[config.mk]
export PLATFORM = sky130hd
export DESIGN_NAME = circular_arc_sampler
export DESIGN_NICKNAME = d
export VERILOG_FILES = /design/src/rtl/core/cas_pkg.sv /design/src/rtl/core/cas_front.sv /design/src/rtl/core/cas_queue.sv /design/src/rtl/core/cas_back.sv /design/src/rtl/core/circular_arc_sampler.sv
export VERILOG_INCLUDE_DIRS = /design/src /design/src/rtl/core
export SDC_FILE = /design/constraint.sdc
export NUM_CORES = 2
export LEC_CHECK = 0
export ABC_AREA = 0
export BUFFER_PORTS_ARGS = -buffer_cell sky130_fd_sc_hd__clkbuf_2
export CELL_PAD_IN_SITES_DETAIL_PLACEMENT = 0
export CELL_PAD_IN_SITES_GLOBAL_PLACEMENT = 1
export CORE_ASPECT_RATIO = 0.8
export CORE_MARGIN = 3
export CORE_UTILIZATION = 46
export CTS_CLUSTER_DIAMETER = 200
export DETAILED_ROUTE_END_ITERATION = 10
export HOLD_SLACK_MARGIN = 0.1
export PLACE_DENSITY = 0.88
export SLEW_MARGIN = 20
export SYNTH_ARGS = -nofsm -noshare
export SYNTH_HDL_FRONTEND = slang
export SYNTH_SLANG_ARGS = --single-unit
[constraint.sdc]
create_clock -name clk -period 9.1 [get_ports clk]
set_input_delay 0.455 -clock clk [delete_from_list [all_inputs] [get_ports clk]]
set_output_delay 0.455 -clock clk [all_outputs]
set_load 0.01 [all_outputs]
[src/rtl/core/assert_macros.svh]
// Assertion macros shared by the arc sampler RTL.
// No dependencies.
`ifndef ASSERT_MACROS_SVH
`define ASSERT_MACROS_SVH
// Implication checked on every clock edge outside reset.
`define AST_IMP(label, clk, rst_n, a, c) \
  label: assert property (@(posedge clk) disable iff (!rst_n) (a) |-> (c)) \
    else $error("assertion failed");
// Implication whose consequent is checked in the cycle after the antecedent.
`define AST_NXT(label, clk, rst_n, a, c) \
  label: assert property (@(posedge clk) disable iff (!rst_n) (a) |=> (c)) \
    else $error("assertion failed");
`endif

[src/rtl/core/cas_pkg.sv]
// Types and constants for the circular arc sampler.
// No dependencies.
package cas_pkg;
  localparam logic signed [33:0] ANG_PI      = 34'sd843314857;
  localparam logic signed [33:0] ANG_TWO_PI  = 34'sd1686629713;
  localparam logic signed [33:0] ANG_HALF_PI = 34'sd421657428;
  localparam logic [29:0] CORDIC_GAIN_Q30 = 30'd652032874;
  localparam logic signed [42:0] OUT_LIMIT = 43'sd16777215;

  typedef enum logic [1:0] {
    FR_IDLE, FR_DIV, FR_CNT, FR_PUSH
  } fr_state_t;

  typedef enum logic [1:0] {
    BK_IDLE, BK_RED, BK_ROT, BK_OUT
  } bk_state_t;

  typedef struct packed {
    logic [23:0]        radius;
    logic signed [31:0] offset;
    logic signed [31:0] sstep;
    logic [6:0]         count;
  } arc_job_t;

  function automatic logic signed [33:0] atan_entry(input logic [4:0] i);
    logic signed [33:0] v;
    case (i)
      5'd0: v = 34'sd210828714;
      5'd1: v = 34'sd124459457;
      5'd2: v = 34'sd65760959;
      5'd3: v = 34'sd33381290;
      5'd4: v = 34'sd16755422;
      5'd5: v = 34'sd8385879;
      5'd6: v = 34'sd4193963;
      5'd7: v = 34'sd2097109;
      5'd8: v = 34'sd1048571;
      5'd9: v = 34'sd524287;
      default: v = (i < 5'd29) ? (34'sd268435456 >>> i) : 34'sd0;
    endcase
    return v;
  endfunction
endpackage

[src/rtl/core/cas_front.sv]
// Front end: checks a request, divides out the angular step and point count.
// Depends on cas_pkg.
module cas_front #(
  parameter int MAX_POINTS = 64
) (
  input  logic              clk,
  input  logic              rst_n,
  input  logic [23:0]       step_cfg,
  input  logic              in_push,
  output logic              in_full,
  input  logic [23:0]       in_radius,
  input  logic signed [31:0] in_angular_displacement,
  input  logic signed [31:0] in_angular_offset,
  output logic              job_push,
  output cas_pkg::arc_job_t job_data,
  input  logic              job_full
);
  import cas_pkg::*;

  fr_state_t state_r, state_nxt;
  logic [23:0] rad_r;
  logic signed [31:0] disp_r, offs_r;
  logic [52:0] num_r;
  logic [52:0] quo_r;
  logic [24:0] rem_r;
  logic [5:0]  bit_r;
  logic [31:0] step_r;
  logic [32:0] mag_r;
  logic [6:0]  cnt_r;

  logic [24:0] rem_sh, rem_sub;
  logic        ge;
  logic [53:0] quo_sh;
  logic [32:0] step_rnd;
  logic [33:0] num2;
  logic [32:0] den2;
  logic signed [31:0] sstep;
  logic accept, bad;
  logic [2:0]  cbit;
  logic [39:0] trial;
  logic        cnt_ge, cnt_sat;

  assign accept = in_push && !in_full;
  assign bad = (in_radius == 24'd0) || (in_angular_displacement == 32'sd0) ||
               (step_cfg == 24'd0);
  assign rem_sh = {rem_r[23:0], num_r[52]};
  assign ge = rem_sh >= {1'b0, rad_r};
  assign rem_sub = ge ? rem_sh - {1'b0, rad_r} : rem_sh;
  assign quo_sh = {quo_r, ge};
  assign step_rnd = ({1'b0, quo_r[31:0]} + 33'd1) >> 1;
  assign den2 = {step_r, 1'b0};
  assign num2 = {mag_r, 1'b0} + {2'b0, step_r};
  assign sstep = disp_r[31] ? -step_r : step_r;
  assign cbit = 3'(6'd7 - bit_r);
  assign trial = {7'd0, den2} << cbit;
  assign cnt_ge = num_r >= {13'd0, trial};
  assign cnt_sat = {6'd0, num2} >= {1'b0, den2, 6'd0};

  always_comb begin
    state_nxt = state_r;
    case (state_r)
      FR_IDLE: if (accept && !bad) state_nxt = FR_DIV;
      FR_DIV: if (bit_r == 6'd0) state_nxt = FR_CNT;
      FR_CNT: if (bit_r == 6'd8) state_nxt = FR_PUSH;
      FR_PUSH: if (!job_full || cnt_r == 7'd0) state_nxt = FR_IDLE;
      default: state_nxt = FR_IDLE;
    endcase
  end

  always_comb begin
    in_full = state_r != FR_IDLE;
    job_push = (state_r == FR_PUSH) && (cnt_r != 7'd0) && !job_full;
    job_data.radius = rad_r;
    job_data.offset = offs_r;
    job_data.sstep = sstep;
    job_data.count = cnt_r;
  end

  always_ff @(posedge clk) begin
    if (!rst_n) begin
      state_r <= FR_IDLE;
    end else begin
      state_r <= state_nxt;
    end
  end

  always_ff @(posedge clk) begin
    case (state_r)
      FR_IDLE: begin
        rad_r <= in_radius;
        disp_r <= in_angular_displacement;
        offs_r <= in_angular_offset;
        num_r <= {step_cfg, 29'd0};
        quo_r <= '0;
        rem_r <= '0;
        bit_r <= 6'd52;
        mag_r <= in_angular_displacement[31] ?
                 33'd0 - {in_angular_displacement[31], in_angular_displacement} :
                 {1'b0, in_angular_displacement};
      end
      FR_DIV: begin
        rem_r <= rem_sub;
        quo_r <= quo_sh[52:0];
        num_r <= {num_r[51:0], 1'b0};
        if (bit_r != 6'd0) bit_r <= bit_r - 6'd1;
        else begin
          bit_r <= 6'd0;
          cnt_r <= '0;
        end
      end
      FR_CNT: begin
        case (bit_r)
          6'd0: begin
            step_r <= (quo_r[52:32] != '0 || step_rnd > 33'h07FFFFFFF) ? 32'h7FFFFFFF :
                      step_rnd[31:0];
            bit_r <= 6'd1;
          end
          6'd1: begin
            if (step_r == 32'd0) begin
              cnt_r <= '0;
              bit_r <= 6'd8;
            end else if (cnt_sat) begin
              cnt_r <= 7'd64;
              bit_r <= 6'd8;
            end else begin
              num_r <= {19'd0, num2};
              cnt_r <= '0;
              bit_r <= 6'd2;
            end
          end
          6'd8: begin
            if (cnt_r > 7'(MAX_POINTS)) cnt_r <= 7'(MAX_POINTS);
          end
          default: begin
            if (cnt_ge) begin
              num_r <= num_r - {13'd0, trial};
              cnt_r <= cnt_r | (7'd1 << cbit);
            end
            bit_r <= bit_r + 6'd1;
          end
        endcase
      end
      default: ;
    endcase
  end
endmodule

[src/rtl/core/cas_queue.sv]
// Two-entry job queue between the front and back ends.
// Depends on cas_pkg and assert_macros.svh.
module cas_queue (
  input  logic              clk,
  input  logic              rst_n,
  input  logic              wr,
  input  cas_pkg::arc_job_t wdata,
  output logic              full,
  input  logic              rd,
  output cas_pkg::arc_job_t rdata,
  output logic              empty
);
  import cas_pkg::*;
  arc_job_t mem_r [2];
  logic wp_r, rp_r;
  logic [1:0] cnt_r;

  assign full = cnt_r == 2'd2;
  assign empty = cnt_r == 2'd0;
  assign rdata = mem_r[rp_r];

  always_ff @(posedge clk) begin
    if (wr && !full) mem_r[wp_r] <= wdata;
  end

  always_ff @(posedge clk) begin
    if (!rst_n) begin
      wp_r <= 1'b0;
      rp_r <= 1'b0;
      cnt_r <= 2'd0;
    end else begin
      if (wr && !full) wp_r <= !wp_r;
      if (rd && !empty) rp_r <= !rp_r;
      cnt_r <= cnt_r + 2'(wr && !full) - 2'(rd && !empty);
    end
  end

  `include "assert_macros.svh"
  `AST_IMP(a_no_over, clk, rst_n, full, !(cnt_r == 2'd3))
  `AST_NXT(a_fill, clk, rst_n, wr && !full && !rd, !empty)
  `AST_NXT(a_drain, clk, rst_n, rd && !empty && !wr && cnt_r == 2'd1, empty)
endmodule

[src/rtl/core/cas_back.sv]
// Back end: reduces each sample angle and runs an iterative CORDIC rotation.
// Depends on cas_pkg and assert_macros.svh.
module cas_back #(
  parameter int MAX_POINTS = 64,
  parameter int CORDIC_ITERATIONS = 24
) (
  input  logic               clk,
  input  logic               rst_n,
  input  logic               job_empty,
  input  cas_pkg::arc_job_t  job_data,
  output logic               job_pop,
  output logic               out_empty,
  input  logic               out_pop,
  output logic signed [24:0] out_point_x,
  output logic signed [24:0] out_point_y,
  output logic [5:0]         out_sample_index,
  output logic               out_last
);
  import cas_pkg::*;

  bk_state_t state_r, state_nxt;
  logic signed [38:0] ang_r;
  logic signed [38:0] base_r;
  logic [6:0]  idx_r;
  logic signed [42:0] x_r, y_r;
  logic signed [33:0] z_r;
  logic [4:0]  it_r;
  logic        neg_r;
  logic [2:0]  red_r;
  logic        ov_r;
  logic signed [24:0] ox_r, oy_r;
  logic [5:0]  oi_r;
  logic        ol_r;

  logic signed [42:0] dx, dy, xr, yr, xf, yf;
  logic [53:0] prod;
  logic ov_free;

  assign prod = job_data.radius * CORDIC_GAIN_Q30;
  assign dx = y_r >>> it_r;
  assign dy = x_r >>> it_r;
  assign xr = (x_r + 43'sd8192) >>> 14;
  assign yr = (y_r + 43'sd8192) >>> 14;
  assign xf = neg_r ? -xr : xr;
  assign yf = neg_r ? -yr : yr;
  assign ov_free = !ov_r || out_pop;

  always_comb begin
    state_nxt = state_r;
    case (state_r)
      BK_IDLE: if (!job_empty) state_nxt = BK_RED;
      BK_RED: if (red_r == 3'd4) state_nxt = BK_ROT;
      BK_ROT: if (it_r == 5'(CORDIC_ITERATIONS - 1)) state_nxt = BK_OUT;
      BK_OUT: if (ov_free) state_nxt = (idx_r + 7'd1 == job_data.count) ? BK_IDLE : BK_RED;
      default: state_nxt = BK_IDLE;
    endcase
  end

  always_comb begin
    job_pop = (state_r == BK_OUT) && ov_free && (idx_r + 7'd1 == job_data.count);
    out_empty = !ov_r;
    out_point_x = ox_r;
    out_point_y = oy_r;
    out_sample_index = oi_r;
    out_last = ol_r;
  end

  always_ff @(posedge clk) begin
    if (!rst_n) begin
      state_r <= BK_IDLE;
      ov_r <= 1'b0;
    end else begin
      state_r <= state_nxt;
      if (state_r == BK_OUT && ov_free) ov_r <= 1'b1;
      else if (out_pop) ov_r <= 1'b0;
    end
  end

  always_ff @(posedge clk) begin
    case (state_r)
      BK_IDLE: begin
        idx_r <= '0;
        ang_r <= 39'(job_data.offset);
        base_r <= 39'(job_data.offset);
        red_r <= '0;
      end
      BK_RED: begin
        red_r <= red_r + 3'd1;
        case (red_r)
          3'd0: begin
            if (ang_r < 0) ang_r <= ang_r + 39'(ANG_TWO_PI) * 4;
          end
          3'd1: begin
            if (ang_r >= 39'(ANG_TWO_PI) * 2) ang_r <= ang_r - 39'(ANG_TWO_PI) * 2;
          end
          3'd2: begin
            if (ang_r >= 39'(ANG_TWO_PI)) ang_r <= ang_r - 39'(ANG_TWO_PI);
          end
          3'd3: begin
            if (ang_r > 39'(ANG_PI)) ang_r <= ang_r - 39'(ANG_TWO_PI);
          end
          default: begin
            z_r <= (ang_r > 39'(ANG_HALF_PI)) ? 34'(ang_r - 39'(ANG_PI)) :
                   (ang_r < -39'(ANG_HALF_PI)) ? 34'(ang_r + 39'(ANG_PI)) : 34'(ang_r);
            neg_r <= (ang_r > 39'(ANG_HALF_PI)) || (ang_r < -39'(ANG_HALF_PI));
            x_r <= 43'(prod >> 16);
            y_r <= '0;
            it_r <= '0;
            red_r <= '0;
          end
        endcase
      end
      BK_ROT: begin
        if (z_r >= 0) begin
          x_r <= x_r - dx;
          y_r <= y_r + dy;
          z_r <= z_r - atan_entry(it_r);
        end else begin
          x_r <= x_r + dx;
          y_r <= y_r - dy;
          z_r <= z_r + atan_entry(it_r);
        end
        if (it_r != 5'(CORDIC_ITERATIONS - 1)) it_r <= it_r + 5'd1;
      end
      BK_OUT: if (ov_free) begin
        ox_r <= 25'((xf > OUT_LIMIT) ? OUT_LIMIT : (xf < -OUT_LIMIT) ? -OUT_LIMIT : xf);
        oy_r <= 25'((yf > OUT_LIMIT) ? OUT_LIMIT : (yf < -OUT_LIMIT) ? -OUT_LIMIT : yf);
        oi_r <= idx_r[5:0];
        ol_r <= idx_r + 7'd1 == job_data.count;
        idx_r <= idx_r + 7'd1;
        base_r <= base_r + 39'(job_data.sstep);
        ang_r <= base_r + 39'(job_data.sstep);
      end
      default: ;
    endcase
  end

  `include "assert_macros.svh"
  `AST_IMP(a_pop_busy, clk, rst_n, job_pop, !job_empty)
  `AST_IMP(a_idx_rng, clk, rst_n, state_r == BK_OUT, idx_r < 7'(MAX_POINTS))
  `AST_NXT(a_hold, clk, rst_n, ov_r && !out_pop, ov_r)
endmodule

[src/rtl/core/circular_arc_sampler.sv]
// Top level of the circular arc sampler: front end, job queue, back end.
// Depends on cas_pkg, cas_front, cas_queue and cas_back.
// Each request that can yield points holds the input while the front end runs
// a bit-serial 53-step division for the angular step, then a short serial
// division for the count, and longer while the job queue is full; a request
// with zero radius, sweep or step is dropped without holding the input. Each
// sample then passes through angle reduction, the back end's single iterative
// CORDIC and an output step that waits while the last result is unread. Requests
// that yield no points produce no results. A two-entry queue lets the front end
// prepare the next arc while samples of the current one stream.
module circular_arc_sampler #(
  parameter int MAX_POINTS = 64,
  parameter int CORDIC_ITERATIONS = 24
) (
  input  logic               clk,
  input  logic               rst_n,
  input  logic               cfg_we,
  input  logic [23:0]        cfg_spatial_step,
  input  logic               push,
  output logic               full,
  input  logic [23:0]        in_radius,
  input  logic signed [31:0] in_angular_displacement,
  input  logic signed [31:0] in_angular_offset,
  output logic               empty,
  input  logic               pop,
  output logic signed [24:0] out_point_x,
  output logic signed [24:0] out_point_y,
  output logic [5:0]         out_sample_index,
  output logic               out_last
);
  import cas_pkg::*;

  logic [23:0] step_r;
  logic q_wr, q_full, q_rd, q_empty;
  arc_job_t q_wdata, q_rdata;

  always_ff @(posedge clk) begin
    if (!rst_n) begin
      step_r <= 24'd6554;
    end else if (cfg_we) begin
      step_r <= cfg_spatial_step;
    end
  end

  cas_front #(.MAX_POINTS(MAX_POINTS)) u_front (
    .clk, .rst_n, .step_cfg(step_r), .in_push(push), .in_full(full),
    .in_radius, .in_angular_displacement, .in_angular_offset,
    .job_push(q_wr), .job_data(q_wdata), .job_full(q_full)
  );

  cas_queue u_queue (
    .clk, .rst_n, .wr(q_wr), .wdata(q_wdata), .full(q_full),
    .rd(q_rd), .rdata(q_rdata), .empty(q_empty)
  );

  cas_back #(.MAX_POINTS(MAX_POINTS), .CORDIC_ITERATIONS(CORDIC_ITERATIONS)) u_back (
    .clk, .rst_n, .job_empty(q_empty), .job_data(q_rdata), .job_pop(q_rd),
    .out_empty(empty), .out_pop(pop), .out_point_x, .out_point_y,
    .out_sample_index, .out_last
  );
endmodule
==> flow_results.org <==
** Run status
- The run finished with clean final reports.

** Place
- Placer congestion estimate :: 0.986
- In this run the cell area measured after placement is 76500 um2.
- Counting tap cells, the placed design contains a total of 9691 instances.
- The wire-length estimate of the detail-placed layout is 178000 um.
- IO buf count :: 175

** STA
- Total negative slack for setup checks :: 0 ps
- Slew Viols, Final :: 0
- Unrepaired setup endpoints after global routing :: false
- Between clock sinks in the finished design, the worst skew comes to 51.9 ps.
- Fraction of the cycle the final worst path needs :: 92.3%
- F_max :: 119 MHz
- Final Hold Violating Endpoints :: 0
- Number of setup violations in the final report :: 0
- Max transition margin :: 27.8%
- At the pin with the least slew margin, the transition time is 1080 ps.
- The clock period could shrink to 8400 ps.

** Clock network
- In this run the clock root is driven by a clkbuf_16.
- Total number of clock tree sinks :: 760
- After clock tree synthesis, the clock-pin slew on the worst setup and hold paths is 60 ps.
- CTS Buffer Depth :: 3
- Inserted Clock Buffers :: 86
- Number of H-tree levels :: 3
- TritonCTS built the clock tree.
- Worst skew pair latency :: 730 ps

** Final layout
- Share of layout cells above drive strength 1 :: 9.05%
- Counting the fill cells in the layout gives 14500.
- Layout Cells excl Fill :: 9969
- Number of antenna cells inserted :: 0
- The net count of the finished layout is 8746.
- Summing all multi-input logic gate instances after layout gives 47500 um2.
- Design area :: 80600 um2
- Signed area change from the synthesized netlist to the final layout :: 8.92%
- Sequential cell area :: 22500 um2

** Synthesis
- Fraction of registers with async set or reset after synthesis :: 0%
- Counting distinct cell types in the post-synthesis netlist gives 106.
- After synthesis, the mean cell area works out to 9.61 um2.
- Synthesis inferred 760 register bits.
- Portion of the post-synthesis area used by sequential elements :: 30.4%
- Netlist area before placement :: 74000 um2
- Count of flip-flops with a built-in enable after synthesis :: 726
- Dominant synthesized flop cell :: edfxtp_1
- Cells after synthesis :: 7707
- The Yosys step of the flow raised 0 warnings.

** GRT
- Pin count of the biggest net entering global routing :: 97
- The initial antenna violation count is 5.
- Total Routing Usage GR :: 27.6%
- Total overflow reported by the global router :: 0
- First-pass GRT wire length :: 358000 um
- The number of global-route vias before repair is 58900.

** Critical path
- For the worst setup path, the data required time is 9540 ps.
- Highest net fanout along the worst path :: 15
- Capturing element type of the critical path :: flip-flop
- Worst reg-to-reg path cell count :: 25
- The endpoint identified for the worst register-to-register timing path is u_back.x_r[32].
- Arr. time, crit path :: 8830 ps
- The critical path in this run is classified as reg -> reg.
- The worst setup path is launched from a flip-flop.
- Register-to-register setup slack :: 700 ps

** Die
- DIE HEIGHT :: 365 um
- For this design the top-level I/O count stands at 176.
- Die outline width :: 455 um
- Number of rows in the core area :: 131
- The die covers 166000 um2.
- The initial utilization of the core area, before any placement, comes to 46.4%.
- CORE AREA :: 160000 um2

** Min path
- Hold/Removal Path Class :: in -> reg
- Source of the worst hold timing path :: pop
- Along the worst hold path, the cell count comes to 4.
- The path with the worst hold slack has its endpoint at u_back.ov_r.

** Routing
- After detailed routing, the number of vias per cell comes to 6.17.
- After detailed routing, the number of remaining DRC violations is 0.
- Antenna violation net count after detailed routing :: 0
- For this block, the via count after detailed routing is 61500.
- Total wirelength of the detailed-routed design :: 233000 um
- The first TritonRoute pass finished after 9 iterations.
- For this block, the initial DRC count from the detailed router was 7111.
- Average wire per standard cell :: 23.4 um

** Flow run
- Max-cap violations in this run came to 0.
## worst max-delay path, cell delays in order, from the launching register on
cell and delay [ps]:
dfxtp_4 570, mux2i_1 390, inv_1 280, ha_1 530, inv_1 100, fa_1 540, inv_1 60, fa_1 460
fa_1 550, fa_1 440, fa_1 550, inv_1 60, fa_1 540, inv_1 60, ha_1 350, a21o_1 200
a21oi_1 160, o211ai_1 130, and2_1 190, o21ai_0 420, a21oi_1 250, a21oi_1 310, o21ai_0 190, a21o_1 250
a2111oi_0 410, a221oi_1 80
## what timing repair did
action                                 CTS  global route
gates resized for setup                  0             1
hold buffers                           116             0
buffers inserted                         0             1
setup endpoints to repair                0             1
endpoints found under the hold margin  111             0
## cells in the mapped netlist (71+ instances only)
cell | instances | area, um2
edfxtp_1 | 726 | 21800
inv_1 | 629 | 2360
nand2_1 | 598 | 2240
ha_1 | 566 | 7080
o21ai_0 | 512 | 2560
nor2_1 | 476 | 1790
a21oi_1 | 400 | 2000
xnor2_1 | 397 | 3480
clkbuf_1 | 294 | 1100
fa_1 | 294 | 5890
xor2_1 | 218 | 1910
mux2i_1 | 201 | 2010
a21o_1 | 188 | 1410
nand3_1 | 158 | 791
mux4_2 | 130 | 2930
nor3_1 | 130 | 651
and2_1 | 118 | 738
nand4_1 | 96 | 601
mux2_2 | 86 | 968
a31oi_1 | 83 | 519
nor2b_1 | 83 | 519
o21a_1 | 81 | 608
o31ai_1 | 75 | 563
and3_1 | 73 | 457
nor4_1 | 71 | 444
## cell families after synthesis
kind of cell,count (synthesis),synth area share [%]
compound gates,1935,17.1
other cells,1,0.00507
fa+ha+maj,860,17.5
buf+inv,1036,5.65
simple gates,2071,13.7
flops,760,30.4
xor+xnor,615,7.28
mux,429,8.39
## registers in the layout, summed over array words and instances (netlist names), 3 cells and up, named ones only
| name | flops |
|---|---|
| u_back.out_point_y | 25 |
| u_back.y_r | 43 |
| u_queue.mem_r | 190 |
| u_back.red_r | 3 |
| u_front.bit_r | 6 |
| u_front.rem_r | 24 |
| u_front.cnt_r | 7 |
| u_front.rad_r | 24 |
| u_back.it_r | 5 |
| u_front.mag_r | 33 |
| u_back.idx_r | 7 |
| u_front.num_r | 53 |
| u_front.quo_r | 53 |
| u_front.offs_r | 32 |
| u_back.base_r | 39 |
| u_back.z_r | 34 |
| u_back.out_point_x | 25 |
| u_back.out_sample_index | 6 |
| u_back.ang_r | 39 |
| u_back.x_r | 43 |
| step_r | 24 |
| u_front.step_r | 32 |
## how the worst max path moves through the flow
| stage | startpoint | end | slack [ps] |
|---|---|---|---|
| global route | flip-flop | u_back.x_r[32] | 50 |
| CTS | flip-flop | u_back.x_r[32] | 570 |
| global placement | flip-flop | u_back.x_r[32] | 610 |
| detailed placement | flip-flop | u_back.x_r[32] | 580 |
| finish | flip-flop | u_back.x_r[32] | 700 |
| floorplan | flip-flop | u_back.x_r[24] | 210 |
## area by class of cell
| class | count | area share (%) |
|---|---|---|
| repair buffers | 370 | 3.36 |
| multi-input cells | 5912 | 58.9 |
| well taps | 2128 | 3.30 |
| flip-flops and latches | 760 | 27.9 |
| clock inverters | 54 | 0.728 |
| inverters | 639 | 2.97 |
| clock buffers | 106 | 2.86 |
## cells in the final DEF (no fill, tap or decap), types with 74 or more instances in the layout
cell type and n:
a31oi_1 82, ha_1 562, clkbuf_16 88, mux2_2 86, nor3_1 130, nor2b_1 82
inv_1 626, o21a_1 81, fa_1 294, nor2_1 472, nand4_1 96, a21o_1 188
edfxtp_1 726, and2_1 117, mux4_2 130, buf_4 74, mux2i_1 200, nand3_1 158
a21oi_1 399, xnor2_1 397, o31ai_1 75, xor2_1 218, dlygate4sd3_1 116, clkbuf_2 175
o21ai_0 511, nand2_1 598
## layer usage
layer	vias to the layer above	part of all wire [%]	track usage (%)	wire length, um
li1	28300	-	-	-
met1	30000	45	40.1	104000
met2	2835	44	42.6	103000
met3	380	8.2	4.04	19100
met4	0	3.0	7.88	7080
met5	-	0	0	0
## through the flow
step                      utilization, %  hold WS [ps]  setup WS [ps]
after floorplan                        -           421            211
final                               50.5           253            705
after global placement              47.9           425            610
after CTS                           50.5           184            569
after detailed placement            47.9           434            583
after global routing                50.5           227           46.8
Power is left out: the tool's default activity adds up to more than one toggle a clock period on the data nets, which glitch-free logic cannot reach.
